`src/rtl/swm_pkg.sv`:
```
// Shared widths, register codes and cell link types for the sliding window median filter.
`default_nettype none

package swm_pkg;

  // Window geometry and field widths.
  localparam int unsigned MAX_WINDOW = 64;
  localparam int unsigned IDX_W      = $clog2(MAX_WINDOW);
  localparam int unsigned LEN_W      = 7;
  localparam int unsigned DATA_W     = 32;
  localparam int unsigned APB_DW     = 32;
  localparam int unsigned APB_AW     = 3;

  // Register index as seen on the word address bit of the configuration port.
  localparam logic REG_WINDOW_LENGTH = 1'b0;

  // Reset value of the window_length register.
  localparam logic [LEN_W-1:0] WINDOW_LENGTH_RST = LEN_W'(MAX_WINDOW);

  // What one cell hands to its right neighbor: its entry after the
  // outgoing sample is removed, and whether that entry sorts at or
  // below the incoming sample.
  typedef struct packed {
    logic signed [DATA_W-1:0] key;
    logic                     le;
  } rem_t;

  // Broadcast from the controller to every cell.
  typedef struct packed {
    logic                     upd;
    logic                     clr;
    logic signed [DATA_W-1:0] old_key;
    logic signed [DATA_W-1:0] new_key;
  } cell_ctrl_t;

endpackage

`default_nettype wire

```
`src/rtl/swm_cell.sv`:
```
// One cell of the sorted chain: holds one ordered entry and moves it on remove and insert.
`default_nettype none

module swm_cell (
  input  wire logic                               clk,
  input  wire logic                               rst_n,
  input  wire swm_pkg::cell_ctrl_t                ctrl,
  input  wire logic                               active,
  input  wire logic                               last,
  input  wire swm_pkg::rem_t                      left,
  input  wire logic signed [swm_pkg::DATA_W-1:0]  right_key,
  output logic signed [swm_pkg::DATA_W-1:0]       key,
  output swm_pkg::rem_t                           rem
);

  logic signed [swm_pkg::DATA_W-1:0] key_r;
  logic signed [swm_pkg::DATA_W-1:0] key_nxt;
  logic signed [swm_pkg::DATA_W-1:0] fill;
  logic                              lt_old;

  // Removal: entries from the outgoing sample onward take the right neighbor.
  always_comb begin
    lt_old  = key_r < ctrl.old_key;
    rem.key = lt_old ? key_r : right_key;
    rem.le  = !last && (rem.key <= ctrl.new_key);
  end

  // Insertion: keep entries at or below the new word, place the new word
  // right after them, and shift the rest one cell to the right.
  always_comb begin
    if (rem.le) begin
      fill = rem.key;
    end else if (left.le) begin
      fill = ctrl.new_key;
    end else begin
      fill = left.key;
    end
  end

  always_comb begin
    key_nxt = key_r;
    if (ctrl.clr) begin
      key_nxt = '0;
    end else if (ctrl.upd && active) begin
      key_nxt = fill;
    end
  end

  always_ff @(posedge clk) begin
    if (!rst_n) begin
      key_r <= '0;
    end else begin
      key_r <= key_nxt;
    end
  end

  assign key = key_r;

endmodule

`default_nettype wire

```
`config.mk`:
```
export PLATFORM = sky130hd
export DESIGN_NAME = swm_cell
export DESIGN_NICKNAME = d
export VERILOG_FILES = /design/src/rtl/swm_pkg.sv /design/src/rtl/swm_cell.sv
export SDC_FILE = /design/constraint.sdc
export NUM_CORES = 1
export LEC_CHECK = 0
export BUFFER_PORTS_ARGS = -buffer_cell sky130_fd_sc_hd__buf_4
export CAP_MARGIN = 40
export CORE_MARGIN = 5
export CORE_UTILIZATION = 50
export DETAILED_ROUTE_END_ITERATION = 16
export HOLD_SLACK_MARGIN = 0.08
export PLACE_DENSITY = 0.84
export SETUP_SLACK_MARGIN = 0.3
export SLEW_MARGIN = 10
export SYNTH_ARGS = -nofsm -noshare
export SYNTH_HDL_FRONTEND = slang
export SYNTH_SLANG_ARGS = --single-unit
```
`constraint.sdc`:
```
create_clock -name clk -period 11.8 [get_ports clk]
set_clock_uncertainty 0.2 [all_clocks]
set_input_delay 2.36 -clock clk [delete_from_list [all_inputs] [get_ports clk]]
set_output_delay 2.36 -clock clk [all_outputs]
set_load 0.02 [all_outputs]
```
### Word-level counts from Yosys, hierarchy flattened

Cells that the tools add are included.

* input bits: 135
* word-level logic and storage cells: 11
* output and inout port bits: 65
* register bits after elaboration: 32

* reduce and logical (&&, ||, !) cells: 4
* bitwise operators: 1
* mux-type cells: 3
* $lt $le $gt $ge: 2

Operators by type and width (number)
* 2-to-1 mux 32 bit: 3
* less-or-equal comparator 32 bit: 1
* less-than comparator 32 bit: 1
* logical AND 1 bit: 2
* OR reduction 2 bit: 1
* zero test 1 bit: 1
* NOT 1 bit: 1

### Depth between registers and ports, before layout

* depth in word-level cells: 5
* mapped depth: 20
* mapped depth without buffers: 18

### Least setup slack after synthesis

OpenSTA, ideal clock, no wires.

* path kind: input-to-output
* start point: in ctrl[63] in the netlist's numbering
* end point: out rem[0] in the netlist's numbering
* path slack: 3.064 ns
* stages: 18
* buffers on the path: 2
* required time: 9.240 ns
* data arrival time: 6.176 ns
* path through: inv_1 ha_1 nand4_2 nor4_1 nand3_1 o21ai_2 nor3b_1 nor2_2 buf_4 mux2_2 ha_1 a21o_1 a21o_1 a221o_1 o31ai_4 a21oi_4 inv_2 clkbuf_1

RTL lines
* start: declaration: RTL line swm_cell.sv:7 `input wire swm_pkg::cell_ctrl_t ctrl,`
* end: declaration: RTL line swm_cell.sv:13 `output swm_pkg::rem_t rem`

==> flow_summary.toml <==
[outcome]
status = "completed"

[clocking]
clk_pin_slew_worst_paths_ns = 0.07
cts_tree = "built"
cts_setup_buffers = 0
clockBufferDepth = 2
cts_resized = 0
clock-sinks = 32
cts_buffers = 5
htreeDepth = 2
insertion_delay_ns = 0.28
root_buffer = "clkbuf_8"
cts.hold.buffers_added = 0

[pwr]
p_leak_nw = 3.07
p_per_area_nw_per_um2 = 69.5
max-vdd-ir-drop_mv = 0.0410

[die]
ios = 200
fp.dieW_um = 101
design.core.area_um2 = 8130
die_h_um = 101
row_count = 33
dieArea_um2 = 10200
start_util_pct = 50.9

[sta]
finalSetupViolations = 0
max_freq_ghz = 0.100
finalHoldViolations = 0
slew_violations = 0
hold_slack_ns = 0.329
finalCritPeriodShare_pct = 84.7
period_needed_ns = 10.0
relSlewSlack_pct = 39.0
rsz0062_at_grt = "no"
worst_slew_pin_slew_ns = 0.913
setup-tns-final_ns = 0

[yosys]
synth_area_um2 = 4140
netlist-cell-type-count = 46
syn_avg_cell_area_um2 = 8.41
yosys_register_bits = 32
synthCells = 492
async_flop_share_pct = 0
synth_top_area_cell = "ha_1"
synthTopCellsByCount = "inv_1 (65), ha_1 (63), mux2_2 (48)"
synth-edff-count = 0
yosysSeqAreaShare_pct = 15.5
synth_top_area_share_pct = 19.0
ys_warn_count = 0
synthFlopType = "dfxtp_1"
synth_most_common_cell = "inv_1"
synth.area.top_cells = "ha_1 (19%), dfxtp_1 (15%), mux2_2 (13%)"
syn_nets = 690

[setup_path]
rrSetupSlack_ns = 5.53
reg2reg_to = "key[4]"
regToRegStartpoint = "key[31]"
critical_path_class = "in -> out"
end_kind = "output port"
endpoint = "rem[0]"
critPathLaunch = "ctrl[63]"
critPathMaxFanout = 33
crit_required_ns = 9.24
critPathLaunchType = "input pin"
arrival_ns = 7.44
r2r_cells = 17

[drt]
drt_iter0_markers = 189
wl_um = 14900
viasPerCell = 5.88
routedWlPerCell_um = 19.1
drc_errors = 0
drtPass1Iterations = 5
drtAntennaViolNets = 0
vias = 4572

[global_route]
grt_pass1_wl_um = 23900
grt_pass1_vias = 4959
overflow = 0
antenna_found_initial = 0
grt_use_met3_pct = 5.61
gr-max-usage-layer = "met2"
grt_start_max_net_pins = 34
met2_usage_pct = 49.5
gr-usage-all-layers_pct = 28.9
use_met1_pct = 34.8

[final_layout]
drive_gt1_share_pct = 44.6
syn2layout_area_growth_pct = 40.5
antennaDiodeCount = 0
regMostFlops = "key"
largest_reg_flops = 32
finalNetCount = 871
reg_top3 = "key (32)"

[placed_design]
place.gp.congestion = 0.904
dp_hpwl_um = 11800
io_buffer_count = 199

[worst_hold_path]
hold_depth = 2
holdCritPathClass = "reg -> reg"

[run]
drv_cap = 0
layout by cell type (no fill, tap or decap), types with 5 or more instances in the layout:
cell      count
buf_4       203
inv_1        65
ha_1         63
mux2_2       48
nand2_1      46
nand3_1      36
o211ai_1     36
dfxtp_1      32
o211ai_2     30
a21oi_1      27
mux2_1       16
nand4_1      11
clkbuf_8      7
a21o_1        6
o21ai_0       5
nor2_1        5
worst max-delay path: stages:
cell and delay, ns:
buf_4 0.09, inv_1 0.03, ha_1 0.38, nand4_2 0.22, nor4_1 0.59, nor2b_1 0.44, nor3b_1 0.19, nor2_4 0.41
buf_16 0.25, mux2_2 0.38, ha_1 0.30, a21o_1 0.18, a21o_1 0.16, a221o_1 0.37, o31ai_4 0.21, a21oi_4 0.08
inv_2 0.50, buf_4 0.26
layout make-up:
cell class / count / area [um2]
timing repair buffer: 205 / 1580
inverter: 66 / 248
sequential: 32 / 641
fill: 653 / 2320
multi-input combinational: 363 / 3120
tap: 105 / 131
clock buffer: 7 / 96.3
metrics by stage:
stage	util [%]	worst slack, ns	total power [mW]	instance area (um2)	std cells
detailed placement	70.3	1.96	0.310	5720	771
global route	71.5	1.63	0.426	5820	778
finish	71.5	1.80	0.404	5820	778
global placement	69.7	1.78	0.303	5670	769
CTS	71.5	1.96	0.405	5820	778
floorplan	-	3.06	0.224	4140	492
worst min-delay path by stage:
stage | endpoint | from
finish | key[4] | key[4]
global route | key[9] | key[9]
CTS | key[4] | key[4]
detailed placement | key[4] | key[4]
global placement | key[19] | key[19]
floorplan | key[4] | key[4]
per-layer routing:
layer,up-vias,share of wire (%)
met4,0,3.7
met3,41,9.0
met2,235,49
met1,2133,38
met5,-,0
li1,2163,-
kinds of logic after synthesis:
| logic type | synth area share, % |
|---|---|
| compound gates | 24.5 |
| fa+ha+maj | 19.0 |
| buf+inv | 9.64 |
| flops | 15.5 |
| mux | 17.7 |
| simple gates | 13.7 |
power by group:
part           switching (mW)  leakage [nW]  internal, mW  total, mW
combinational           0.101          2.76        0.0922      0.194
clock                  0.0430        0.0503        0.0520     0.0951
sequential            0.00412         0.259         0.111      0.115
No activity file was read; power rests on OpenSTA's default activity.
